## config.mk

```make
export PLATFORM = sky130hd
export DESIGN_NAME = motion_event_ring_log
export DESIGN_NICKNAME = d
export VERILOG_FILES = /design/src/design/mel_pkg.sv /design/src/design/motion_event_ring_log.sv /design/src/design/mel_ring_mem.sv /design/src/design/mel_div1000.sv
export SDC_FILE = /design/constraint.sdc
export NUM_CORES = 2
export LEC_CHECK = 0
export BUFFER_PORTS_ARGS = -buffer_cell sky130_fd_sc_hd__buf_4
export CAP_MARGIN = 40
export CORE_MARGIN = 4
export CORE_UTILIZATION = 40
export CTS_BUF_LIST = sky130_fd_sc_hd__clkbuf_16
export DETAILED_ROUTE_END_ITERATION = 8
export SYNTH_ARGS = -nofsm -noshare
export SYNTH_HDL_FRONTEND = slang
export SYNTH_HIERARCHICAL = 1
export SYNTH_SLANG_ARGS = --single-unit
```

## constraint.sdc

```tcl
create_clock -name clk_i -period 9.9 [get_ports clk_i]
set_input_delay 0.495 -clock clk_i [delete_from_list [all_inputs] [get_ports clk_i]]
set_output_delay 0.495 -clock clk_i [all_outputs]
set_load 0.03 [all_outputs]
```

## src/design/mel_pkg.sv

```systemverilog
// ----------------------------------------------------------------------------
// mel_pkg
// Shared types and constants of the motion event ring log.
// ----------------------------------------------------------------------------
package mel_pkg;

  // Field widths
  localparam int unsigned NOW_W     = 64;
  localparam int unsigned DUR_W     = 32;
  localparam int unsigned TIME_MS_W = 55;
  localparam int unsigned WIN_W     = 32;
  localparam int unsigned MAXC_W    = 16;
  localparam int unsigned CNT_OUT_W = 5;

  // Reset value of the motion window, microseconds
  localparam logic [WIN_W-1:0] WINDOW_RESET = 32'd30000000;

  // Divide by 1000, four quotient bits per step
  localparam int unsigned US_PER_MS   = 1000;
  localparam int unsigned DIV_DIGIT_W = 4;
  localparam int unsigned DIV_STEPS   = NOW_W / DIV_DIGIT_W;
  localparam int unsigned DIV_STEP_W  = $clog2(DIV_STEPS);
  localparam int unsigned DIV_REM_W   = 10;
  localparam int unsigned DIV_PART_W  = DIV_REM_W + DIV_DIGIT_W;

  // Item kinds
  typedef enum logic [1:0] {
    KIND_MOTION = 2'd0,
    KIND_LOG    = 2'd1,
    KIND_READ   = 2'd2,
    KIND_CLEAR  = 2'd3
  } mel_kind_e;

  // Sequencer states
  typedef enum logic [2:0] {
    ST_IDLE,
    ST_EXEC,
    ST_DIV,
    ST_SINGLE,
    ST_RADDR,
    ST_RDATA
  } mel_state_e;

  // One ring entry
  typedef struct packed {
    logic [TIME_MS_W-1:0] time_ms;
    logic [DUR_W-1:0]     dur_ms;
  } mel_entry_t;

endpackage

```

## src/design/motion_event_ring_log.sv

```systemverilog
// ----------------------------------------------------------------------------
// motion_event_ring_log
// Motion window detector with an overwriting ring of logged events.
// ----------------------------------------------------------------------------
// The block takes one word at a time. A motion edge, clear or empty read
// passes through ST_EXEC and ST_SINGLE to its result word; a log event adds
// the 16-step divide of the time by 1000 and the handoff of its quotient;
// a read streams its entries, one entry a cycle from the ring memory through
// its registered read port, as long as the output is not stalled. A result
// word sits in an output register until it is taken, and the next word is
// accepted while it waits there.
// ----------------------------------------------------------------------------
module motion_event_ring_log
  import mel_pkg::*;
#(
  parameter int unsigned LOG_DEPTH = 16
) (
  input  logic                 clk_i,
  input  logic                 rst_ni,
  // Configuration
  input  logic                 cfg_we_i,
  input  logic [WIN_W-1:0]     cfg_wdata_i,
  // Input channel
  input  logic                 in_valid_i,
  output logic                 in_stall_o,
  input  logic [1:0]           kind_i,
  input  logic [NOW_W-1:0]     now_us_i,
  input  logic [DUR_W-1:0]     dur_ms_i,
  input  logic [MAXC_W-1:0]    max_count_i,
  // Output channel
  output logic                 out_valid_o,
  input  logic                 out_stall_i,
  output logic                 motion_detected_o,
  output logic [CNT_OUT_W-1:0] stored_count_o,
  output logic                 entry_valid_o,
  output logic [TIME_MS_W-1:0] entry_time_ms_o,
  output logic [DUR_W-1:0]     entry_dur_ms_o,
  output logic                 last_result_o
);

  localparam int unsigned AW = $clog2(LOG_DEPTH);
  localparam int unsigned CW = $clog2(LOG_DEPTH + 1);
  localparam int unsigned SW = AW + 1;

  mel_state_e           state_q, state_d;
  logic [WIN_W-1:0]     window_q;
  logic [NOW_W-1:0]     last_motion_q, last_motion_d;
  logic [AW-1:0]        slot_q, slot_d;
  logic [CW-1:0]        fill_q, fill_d;
  logic                 motion_q, motion_d;
  logic [AW-1:0]        rd_ptr_q, rd_ptr_d;
  logic [CW-1:0]        rd_left_q, rd_left_d;

  // Captured input word
  mel_kind_e            kind_q;
  logic [NOW_W-1:0]     now_q;
  logic [DUR_W-1:0]     dur_q;
  logic [MAXC_W-1:0]    maxc_q;

  // Output register
  logic                 out_valid_q, out_valid_d;
  logic                 out_motion_q, out_motion_d;
  logic [CNT_OUT_W-1:0] out_count_q, out_count_d;
  logic                 out_evalid_q, out_evalid_d;
  logic [TIME_MS_W-1:0] out_time_q, out_time_d;
  logic [DUR_W-1:0]     out_dur_q, out_dur_d;
  logic                 out_last_q, out_last_d;

  logic                 in_accept;
  logic                 out_free;
  logic                 div_start;
  logic                 div_done;
  logic [TIME_MS_W-1:0] div_quo;
  logic                 wr_en;
  mel_entry_t           wr_data;
  logic                 rd_en;
  logic [AW-1:0]        rd_addr;
  logic [AW-1:0]        rd_ptr_inc;
  logic [AW-1:0]        slot_inc;
  mel_entry_t           rd_data;
  logic [NOW_W-1:0]     last_eff;
  logic [NOW_W-1:0]     age;
  logic [SW-1:0]        start_sum;
  logic [AW-1:0]        start_slot;
  logic [CW-1:0]        count;

  // Divider and ring memory
  mel_div1000 u_div (
    .clk_i      (clk_i),
    .rst_ni     (rst_ni),
    .start_i    (div_start),
    .dividend_i (now_q),
    .done_o     (div_done),
    .quotient_o (div_quo)
  );

  mel_ring_mem #(
    .DEPTH (LOG_DEPTH),
    .AW    (AW)
  ) u_mem (
    .clk_i     (clk_i),
    .wr_en_i   (wr_en),
    .wr_addr_i (slot_q),
    .wr_data_i (wr_data),
    .rd_en_i   (rd_en),
    .rd_addr_i (rd_addr),
    .rd_data_o (rd_data)
  );

  assign in_stall_o = (state_q != ST_IDLE);
  assign in_accept  = in_valid_i && !in_stall_o;
  assign out_free   = !out_valid_q || !out_stall_i;

  assign wr_data.time_ms = div_quo;
  assign wr_data.dur_ms  = dur_q;

  // Wrap ring pointers
  assign rd_ptr_inc = (rd_ptr_q == AW'(LOG_DEPTH - 1)) ? '0 : rd_ptr_q + 1'b1;
  assign slot_inc   = (slot_q == AW'(LOG_DEPTH - 1)) ? '0 : slot_q + 1'b1;

  // Judge motion against the updated last motion time
  assign last_eff = (kind_q == KIND_MOTION) ? now_q : last_motion_q;
  assign age      = now_q - last_eff;

  // Locate the oldest entry and the read length
  assign start_sum  = SW'(slot_q) + SW'(LOG_DEPTH) - SW'(fill_q);
  assign start_slot = (start_sum >= SW'(LOG_DEPTH)) ? AW'(start_sum - SW'(LOG_DEPTH))
                                                    : AW'(start_sum);
  assign count      = (MAXC_W'(fill_q) < maxc_q) ? fill_q : CW'(maxc_q);

  // Sequence one word
  always_comb begin
    state_d       = state_q;
    last_motion_d = last_motion_q;
    slot_d        = slot_q;
    fill_d        = fill_q;
    motion_d      = motion_q;
    rd_ptr_d      = rd_ptr_q;
    rd_left_d     = rd_left_q;
    out_valid_d   = out_valid_q && out_stall_i;
    out_motion_d  = out_motion_q;
    out_count_d   = out_count_q;
    out_evalid_d  = out_evalid_q;
    out_time_d    = out_time_q;
    out_dur_d     = out_dur_q;
    out_last_d    = out_last_q;
    div_start     = 1'b0;
    wr_en         = 1'b0;
    rd_en         = 1'b0;
    rd_addr       = rd_ptr_q;

    unique case (state_q)
      ST_IDLE: begin
        if (in_accept) begin
          state_d = ST_EXEC;
        end
      end
      ST_EXEC: begin
        motion_d = (last_eff != '0) && (age < NOW_W'(window_q));
        unique case (kind_q)
          KIND_MOTION: begin
            last_motion_d = now_q;
            state_d       = ST_SINGLE;
          end
          KIND_LOG: begin
            div_start = 1'b1;
            state_d   = ST_DIV;
          end
          KIND_READ: begin
            rd_ptr_d  = start_slot;
            rd_left_d = count;
            state_d   = (count == '0) ? ST_SINGLE : ST_RADDR;
          end
          KIND_CLEAR: begin
            slot_d  = '0;
            fill_d  = '0;
            state_d = ST_SINGLE;
          end
          default: state_d = ST_SINGLE;
        endcase
      end
      ST_DIV: begin
        if (div_done) begin
          wr_en   = 1'b1;
          slot_d  = slot_inc;
          if (fill_q < CW'(LOG_DEPTH)) begin
            fill_d = fill_q + 1'b1;
          end
          state_d = ST_SINGLE;
        end
      end
      ST_SINGLE: begin
        if (out_free) begin
          out_valid_d  = 1'b1;
          out_motion_d = motion_q;
          out_count_d  = CNT_OUT_W'(fill_q);
          out_evalid_d = 1'b0;
          out_time_d   = '0;
          out_dur_d    = '0;
          out_last_d   = 1'b1;
          state_d      = ST_IDLE;
        end
      end
      ST_RADDR: begin
        rd_en   = 1'b1;
        state_d = ST_RDATA;
      end
      ST_RDATA: begin
        if (out_free) begin
          out_valid_d  = 1'b1;
          out_motion_d = motion_q;
          out_count_d  = CNT_OUT_W'(fill_q);
          out_evalid_d = 1'b1;
          out_time_d   = rd_data.time_ms;
          out_dur_d    = rd_data.dur_ms;
          out_last_d   = (rd_left_q == CW'(1));
          rd_left_d    = rd_left_q - 1'b1;
          rd_ptr_d     = rd_ptr_inc;
          if (rd_left_q == CW'(1)) begin
            state_d = ST_IDLE;
          end else begin
            rd_en   = 1'b1;
            rd_addr = rd_ptr_inc;
          end
        end
      end
      default: state_d = ST_IDLE;
    endcase
  end

  // Control registers
  always_ff @(posedge clk_i or negedge rst_ni) begin
    if (!rst_ni) begin
      state_q       <= ST_IDLE;
      window_q      <= WINDOW_RESET;
      last_motion_q <= '0;
      slot_q        <= '0;
      fill_q        <= '0;
      out_valid_q   <= 1'b0;
    end else begin
      state_q       <= state_d;
      last_motion_q <= last_motion_d;
      slot_q        <= slot_d;
      fill_q        <= fill_d;
      out_valid_q   <= out_valid_d;
      if (cfg_we_i) begin
        window_q <= cfg_wdata_i;
      end
    end
  end

  // Payload registers
  always_ff @(posedge clk_i) begin
    if (in_accept) begin
      kind_q <= mel_kind_e'(kind_i);
      now_q  <= now_us_i;
      dur_q  <= dur_ms_i;
      maxc_q <= max_count_i;
    end
    motion_q     <= motion_d;
    rd_ptr_q     <= rd_ptr_d;
    rd_left_q    <= rd_left_d;
    out_motion_q <= out_motion_d;
    out_count_q  <= out_count_d;
    out_evalid_q <= out_evalid_d;
    out_time_q   <= out_time_d;
    out_dur_q    <= out_dur_d;
    out_last_q   <= out_last_d;
  end

  // Drive outputs
  assign out_valid_o       = out_valid_q;
  assign motion_detected_o = out_motion_q;
  assign stored_count_o    = out_count_q;
  assign entry_valid_o     = out_evalid_q;
  assign entry_time_ms_o   = out_time_q;
  assign entry_dur_ms_o    = out_dur_q;
  assign last_result_o     = out_last_q;

endmodule

```

## src/design/mel_ring_mem.sv

```systemverilog
// ----------------------------------------------------------------------------
// mel_ring_mem
// Ring entry storage: one write port, one read port, registered read data.
// ----------------------------------------------------------------------------
module mel_ring_mem
  import mel_pkg::*;
#(
  parameter int unsigned DEPTH = 16,
  parameter int unsigned AW    = $clog2(DEPTH)
) (
  input  logic          clk_i,
  input  logic          wr_en_i,
  input  logic [AW-1:0] wr_addr_i,
  input  mel_entry_t    wr_data_i,
  input  logic          rd_en_i,
  input  logic [AW-1:0] rd_addr_i,
  output mel_entry_t    rd_data_o
);

  mel_entry_t mem_q [DEPTH];
  mel_entry_t rd_data_q;

  // Write entry
  always_ff @(posedge clk_i) begin
    if (wr_en_i) begin
      mem_q[wr_addr_i] <= wr_data_i;
    end
  end

  // Read entry, hold data while not enabled
  always_ff @(posedge clk_i) begin
    if (rd_en_i) begin
      rd_data_q <= mem_q[rd_addr_i];
    end
  end

  assign rd_data_o = rd_data_q;

endmodule

```

## src/design/mel_div1000.sv

```systemverilog
// ----------------------------------------------------------------------------
// mel_div1000
// Iterative divide of a microsecond time by 1000, one radix-16 digit a cycle.
// ----------------------------------------------------------------------------
module mel_div1000
  import mel_pkg::*;
(
  input  logic                 clk_i,
  input  logic                 rst_ni,
  input  logic                 start_i,
  input  logic [NOW_W-1:0]     dividend_i,
  output logic                 done_o,
  output logic [TIME_MS_W-1:0] quotient_o
);

  logic                  busy_q, busy_d;
  logic                  done_q, done_d;
  logic [DIV_STEP_W-1:0] step_q, step_d;
  logic [NOW_W-1:0]      num_q, num_d;
  logic [DIV_REM_W-1:0]  rem_q, rem_d;
  logic [TIME_MS_W-1:0]  quo_q, quo_d;

  logic [DIV_PART_W-1:0]  part;
  logic [DIV_PART_W-1:0]  sub;
  logic [DIV_DIGIT_W-1:0] digit;

  // Pick the quotient digit against the multiples of 1000
  always_comb begin
    part  = {rem_q, num_q[NOW_W-1 -: DIV_DIGIT_W]};
    digit = '0;
    sub   = '0;
    for (int k = 1; k < (1 << DIV_DIGIT_W); k++) begin
      if (part >= DIV_PART_W'(k * US_PER_MS)) begin
        digit = DIV_DIGIT_W'(k);
        sub   = DIV_PART_W'(k * US_PER_MS);
      end
    end
  end

  // Sequence the steps
  always_comb begin
    busy_d = busy_q;
    done_d = 1'b0;
    step_d = step_q;
    num_d  = num_q;
    rem_d  = rem_q;
    quo_d  = quo_q;
    if (start_i) begin
      busy_d = 1'b1;
      step_d = '0;
      num_d  = dividend_i;
      rem_d  = '0;
      quo_d  = '0;
    end else if (busy_q) begin
      num_d  = {num_q[NOW_W-DIV_DIGIT_W-1:0], {DIV_DIGIT_W{1'b0}}};
      rem_d  = DIV_REM_W'(part - sub);
      quo_d  = {quo_q[TIME_MS_W-DIV_DIGIT_W-1:0], digit};
      step_d = step_q + 1'b1;
      if (step_q == DIV_STEP_W'(DIV_STEPS - 1)) begin
        busy_d = 1'b0;
        done_d = 1'b1;
      end
    end
  end

  always_ff @(posedge clk_i or negedge rst_ni) begin
    if (!rst_ni) begin
      busy_q <= 1'b0;
      done_q <= 1'b0;
      step_q <= '0;
    end else begin
      busy_q <= busy_d;
      done_q <= done_d;
      step_q <= step_d;
    end
  end

  always_ff @(posedge clk_i) begin
    num_q <= num_d;
    rem_q <= rem_d;
    quo_q <= quo_d;
  end

  assign done_o     = done_q;
  assign quotient_o = quo_q;

endmodule

```

[Word level (Yosys, flattened, before mapping)]
Memory sizes are Yosys's and may differ from the RTL's. A register that Yosys moved wholly into a read port is not among the register bits.
Index checks and enable logic that the tools add are counted.
Storage, ports and cells
  word-level logic and storage cells: 190
  bits of input ports: 151
  output and inout bits: 97
  bits in registers: 463
  memories kept: 1
  bits in writable memories: 1392
Memory list
  u_mem.mem_q: words 16, width 87, read ports 1, clocked after Yosys merged registers in 1, write ports 1, RTL line mel_ring_mem.sv:20  | mel_entry_t mem_q [DEPTH];
Operators by class
  add/subtract/negate cells: 10
  equality and inequality tests: 20
  multiplexer cells: 91
  $lt $le $gt $ge: 19
  reduce and logical (&&, ||, !) cells: 24
Operators with widths (number)
  64-bit two-way mux: 3
  10-bit two-way mux: 15
  55-bit two-way mux: 2
  55-bit one-hot mux with 2 select lines: 1
  14-bit greater-or-equal comparator, second input constant: 7
  4-bit two-way mux: 20
  64-bit by 32-bit < comparator with 1-bit output: 1
  32-bit two-way mux: 2
  32-bit one-hot mux with 2 select lines: 1
  64-bit nonzero test: 1
  64-bit subtractor: 1
  14-bit by 13-bit greater-or-equal comparator with 1-bit output, second input constant: 4
  3-bit two-way mux: 10
  5-bit two-way mux: 6
  14-bit by 12-bit greater-or-equal comparator with 1-bit output, second input constant: 2
  1-bit two-way mux: 20
  5-bit one-hot mux with 2 select lines: 2
  3-bit one-hot mux with 6 select lines: 1
  5-bit by 16-bit < comparator with 1-bit output: 1
  4-bit one-hot mux with 2 select lines: 2
  14-bit by 10-bit greater-or-equal comparator with 1-bit output, second input constant: 1
  14-bit by 11-bit greater-or-equal comparator with 1-bit output, second input constant: 1
  2-bit != test, second input constant: 7
  4-bit by 1-bit adder with 4-bit output, second input constant: 3
  other kinds (32): 50

[Logic depth before layout (Yosys ltp)]
  depth after elaboration: 17
  mapped depth: 32
  depth with buffers taken out: 28

[By module]
The synthesis kept the hierarchy.
Modules (own cells, without submodules)
  mel_ring_mem: sequential area each 44412.6 µm², cells each 2232, instances 1, area an instance 54646.2 µm²
  motion_event_ring_log: sequential area each 9316.4 µm², cells each 1782, instances 1, area an instance 18442.7 µm²
  mel_div1000: sequential area each 3373.2 µm², cells each 486, instances 1, area an instance 5965.7 µm²

[Worst setup path after synthesis]
No wires, ideal clock.
  path kind: register -> register
  start: register state_q[0]
  end: memory u_mem/mem_q[0][0] in the netlist's numbering, enable pin
  stages on the path, launching flop included: 7
  period minus slack after synthesis: 8024 ps
  arrival time: 7385 ps
  required time: 9261 ps
  setup time: 639 ps
  buffers on the path: 1
  slack: 1876 ps
  cells stage by stage: dfrtp_1 -> clkbuf_1 -> nor2_1 -> nand3_1 -> inv_1 -> or3b_2 -> nor3_1
Between the ends
  word-level cells in the longest chain between the ends: 4
RTL lines
  from (decl): RTL line motion_event_ring_log.sv:45  | mel_state_e state_q, state_d;
  from (signal assigned): RTL line motion_event_ring_log.sv:241  | state_q <= state_d;
  3-bit by 2-bit equality test with 1-bit output: RTL line motion_event_ring_log.sv:152  | unique case (state_q)
  1-bit two-way mux: RTL line motion_event_ring_log.sv:152
  net wr_en: RTL line motion_event_ring_log.sv:74  | logic wr_en;
  1-bit two-way mux: RTL line mel_ring_mem.sv:25  | if (wr_en_i) begin
  1-bit two-way mux (implied by the code): RTL line mel_ring_mem.sv:26  | mem_q[wr_addr_i] <= wr_data_i;
  to (decl): RTL line mel_ring_mem.sv:20
The timed path passes the listed nets, and every way through them passes these cells.

[Worst setup path in the final report]
  start: register kind_q[0]
  end: register motion_q, data pin
Between the ends
  word-level cells in the longest chain between the ends: 5
  elaborated cells on any way between the ends: 6
  classes of those cells: add/sub: 1; order compare: 1; mux: 1; reduce/logical: 3
RTL lines
  from (decl): RTL line motion_event_ring_log.sv:55  | mel_kind_e kind_q;
  from (signal assigned): RTL line motion_event_ring_log.sv:255  | kind_q <= mel_kind_e'(kind_i);
  2-bit logical NOT (*): RTL line motion_event_ring_log.sv:122  | assign last_eff = (kind_q == KIND_MOTION) ? now_q : last_motion_q;
  64-bit two-way mux (*)
  64-bit subtractor: RTL line motion_event_ring_log.sv:123  | assign age = now_q - last_eff;
  64-bit by 32-bit < comparator with 1-bit output: RTL line motion_event_ring_log.sv:159  | motion_d = (last_eff != '0) && (age < NOW_W'(window_q));
  1-bit logical AND (*): RTL line motion_event_ring_log.sv:159
  to (signal assigned): RTL line motion_event_ring_log.sv:260  | motion_q <= motion_d;
  to (decl): RTL line motion_event_ring_log.sv:50  | logic motion_q, motion_d;
Mark *: on every way between the ends. The rest lies on a longest branch, timed or not.
A chain may end at the register's enable or synchronous reset.

==> results.cfg <==
[clock_tree]
tritoncts = done
clockRootBuffer = clkbuf_16
clk_latency_ps = 830
clock_sinks = 1942
cts_made_buffers = 197
ctsHtreeMaxLevel = 4
post_cts_resized = 0
clk_pin_slew_ps = 70
clockBufferDepth = 3

[sta]
finalCritPeriodShare_pct = 72.88
final-max-slew-violation-count = 0
hold_viol_final = 0
rsz0062_at_grt = no
relSlewSlack_pct = 37.01
clock.fmax_mhz = 138.6
min_period_ps = 7215
setup_viol = 0
fin_skew_ps = 73.79
max_slew.worst_pin.slew_ps = 944.8
finalSetupTns_ps = 0

[place]
hpwl_um = 114300
io_buffers = 247
place_congestion = 0.8997
dpl.cell_count = 7217

[finish]
final_cell_mix = edfxtp_1, mux4_2, buf_4
syn_to_final_growth_pct = 16.59
final_cells = 7738
layout.cells.most_common = edfxtp_1
final_nets = 5197
fill_cells = 16560
drive_gt1_share_pct = 21.83

[status]
outcome = finished clean

[detailed_routing]
drc_errors = 0
vias = 43320
drtAntennaViolNets = 0
drt-total-wl_um = 203500
drt_pass1_iterations = 7
vias_per_cell = 5.598
drt_iter0_markers = 3617
wl_per_cell_um = 26.30

[global_route]
grt_pass1_vias = 44120
grt_first_pass_wirelength_um = 299100
overflow = 0
antenna_found_initial = 5
grt_usage_pct = 19.66
grt_max_degree = 132

[pwr]
p_leak_nw = 31.69
vdd_drop_max_mv = 0.1952
power_density_nw_per_um2 = 257.8

[setup_path]
worstPathMaxFanout = 55
worstPathArrival_ps = 7880
crit_required_ps = 10570
r2r-end = motion_q$_DFFE_PP_
worstSetupPathType = flop to flop
worstSetupStartpointType = flop
reg2reg_slack_ps = 2690
worstRegToRegCells = 24
timing.rr.start = kind_q[0]$_DFFE_PP_
crit_path_end_kind = flop

[synth]
synth_area_um2 = 79050
synth_seq_cells = 1942
yosys_warnings = 6
synth_cells = 4500
ys_seq_area_share_pct = 72.23
syn-num-nets = 4758
async_flop_share_pct = 5.922
syn_avg_cell_area_um2 = 17.57
synth_edf_count = 1762
synth_flop_cell = edfxtp_1
ys_types = 99

[floorplan]
initial_core_util_pct = 40.37
die_x_um = 452.6
num_rows = 162
fp.dieH_um = 452.6
io_pins = 248
die_area_um2 = 204800
fp.coreArea_um2 = 195800

[run]
max-cap-violations = 0

[min_path]
hp-class = primary input to asynchronous set/reset pin
==> kinds of logic after synthesis <==
logic type | count (synthesis) | synth area share [%]
AOI/OAI and AO/OA | 671 | 5.775
muxes | 539 | 12.45
DFF | 1942 | 72.23
adders and majority gates | 111 | 1.765
and+or+nand+nor | 841 | 5.024
xor gates and xnor gates | 79 | 0.8752
buffers and inverters | 317 | 1.879
==> state kept, by name, indices dropped and copies added (netlist names), 3 cells and up <==
name and cells:
u_mem/mem_q 1392, u_mem/rd_data_o 87, last_motion_q 64, now_q 64, u_div/num_q 64, entry_time_ms_o 55
u_div/quotient_o 55, dur_q 32, entry_dur_ms_o 32, window_q 32, maxc_q 16, u_div/rem_q 10
fill_q 5, rd_left_q 5, stored_count_o 5, rd_ptr_q 4, slot_q 4, u_div/step_q 4
state_q 3
==> worst max-delay path by stage <==
stage                     slack (ps)  cells after the start              startpoint                          end
after floorplan                 1880                      6  state_q[0]$_DFFE_PN0P_  u_mem/mem_q[0][0]$_DFFE_PP_
after detailed placement        2780                     24     kind_q[0]$_DFFE_PP_           motion_q$_DFFE_PP_
after global routing            2140                     28     kind_q[0]$_DFFE_PP_           motion_q$_DFFE_PP_
final                           2690                     24     kind_q[0]$_DFFE_PP_           motion_q$_DFFE_PP_
after CTS                       2780                     24     kind_q[0]$_DFFE_PP_           motion_q$_DFFE_PP_
after global placement          2900                     24     kind_q[0]$_DFFE_PP_           motion_q$_DFFE_PP_
==> power by group <==
part | leakage (nW) | internal, W | total, W | switching, W
Clock | 3.25 | 0.00396 | 0.00712 | 0.00316
Sequential | 17.9 | 0.0103 | 0.0114 | 0.00109
Combinational | 10.5 | 0.00209 | 0.00527 | 0.00318
Total | 31.7 | 0.0163 | 0.0238 | 0.00743
==> metal layers <==
metal	global-route usage, %	wire length [µm]	up-vias	part of all wire, %
met5	0	17	-	0.0084
met2	34.31	104500	1375	51
met4	4.995	4586	2	2.3
met3	2.576	10650	284	5.2
li1	-	-	18890	-
met1	26.10	83790	22770	41
==> through the flow <==
step | total power (W) | hold slack (ps) | cell area, µm² | utilization [%] | worst slack, ps
3_3_place_gp | 0.01664 | 388.4 | 83830 | 42.81 | 2895
6_report | 0.02376 | 60.80 | 92170 | 47.07 | 2685
5_1_grt | 0.02491 | 65.15 | 92160 | 47.07 | 2141
4_1_cts | 0.02395 | 11.96 | 92160 | 47.07 | 2777
2_1_floorplan | 0.01488 | 199.4 | 79050 | - | 1876
3_5_place_dp | 0.01674 | 387.3 | 84410 | 43.11 | 2781
==> worst max-delay path, cell delays in order (launching register included) <==
cell,delay (ps)
edfxtp_1,440
inv_1,150
ha_4,590
buf_4,830
mux2i_1,230
ha_1,510
o21a_1,280
nand3_1,100
o21ai_1,320
a21oi_1,180
o21bai_1,260
xor2_1,200
ha_1,270
nand4_1,220
nor3_1,150
a211oi_1,230
o211ai_1,120
a221o_1,280
nor4_1,270
nand4_1,170
nor4_1,350
o2111ai_1,180
nor4_1,310
nand4_1,150
nor4_2,250
==> timing repair <==
action | 4_1_cts | 5_1_grt
endpoints found under the hold margin | 160 | 0
setup buffers | 0 | 0
hold buffers | 147 | 0
==> cell usage after synthesis (all sizes together) (78+ instances only) <==
library cell,count,area share (%)
mux4,348,9.9
a22oi,180,1.7
nand2,257,1.2
o21ai,120,0.77
nor2,242,1.2
and3,97,0.77
dfrtp,105,3.3
a21oi,169,1.1
buf,123,0.96
clkbuf,116,0.55
inv,78,0.37
mux2i,116,1.5
edfxtp,1762,67
ha,105,1.7
==> layout make-up <==
type / count / area, µm² / area share, %
Multi-Input combinational cell: 2241 / 20690 / 22.45
Inverter: 78 / 292.8 / 0.3177
Sequential cell: 1942 / 57110 / 61.96
Timing Repair Buffer: 479 / 4503 / 4.886
Clock buffer: 197 / 4930 / 5.349
Tap cell: 2624 / 3283 / 3.562
Clock inverter: 175 / 1351 / 1.466
Antenna cell: 2 / 5.005 / 0.005430
No activity file was read; power rests on OpenSTA's default activity.
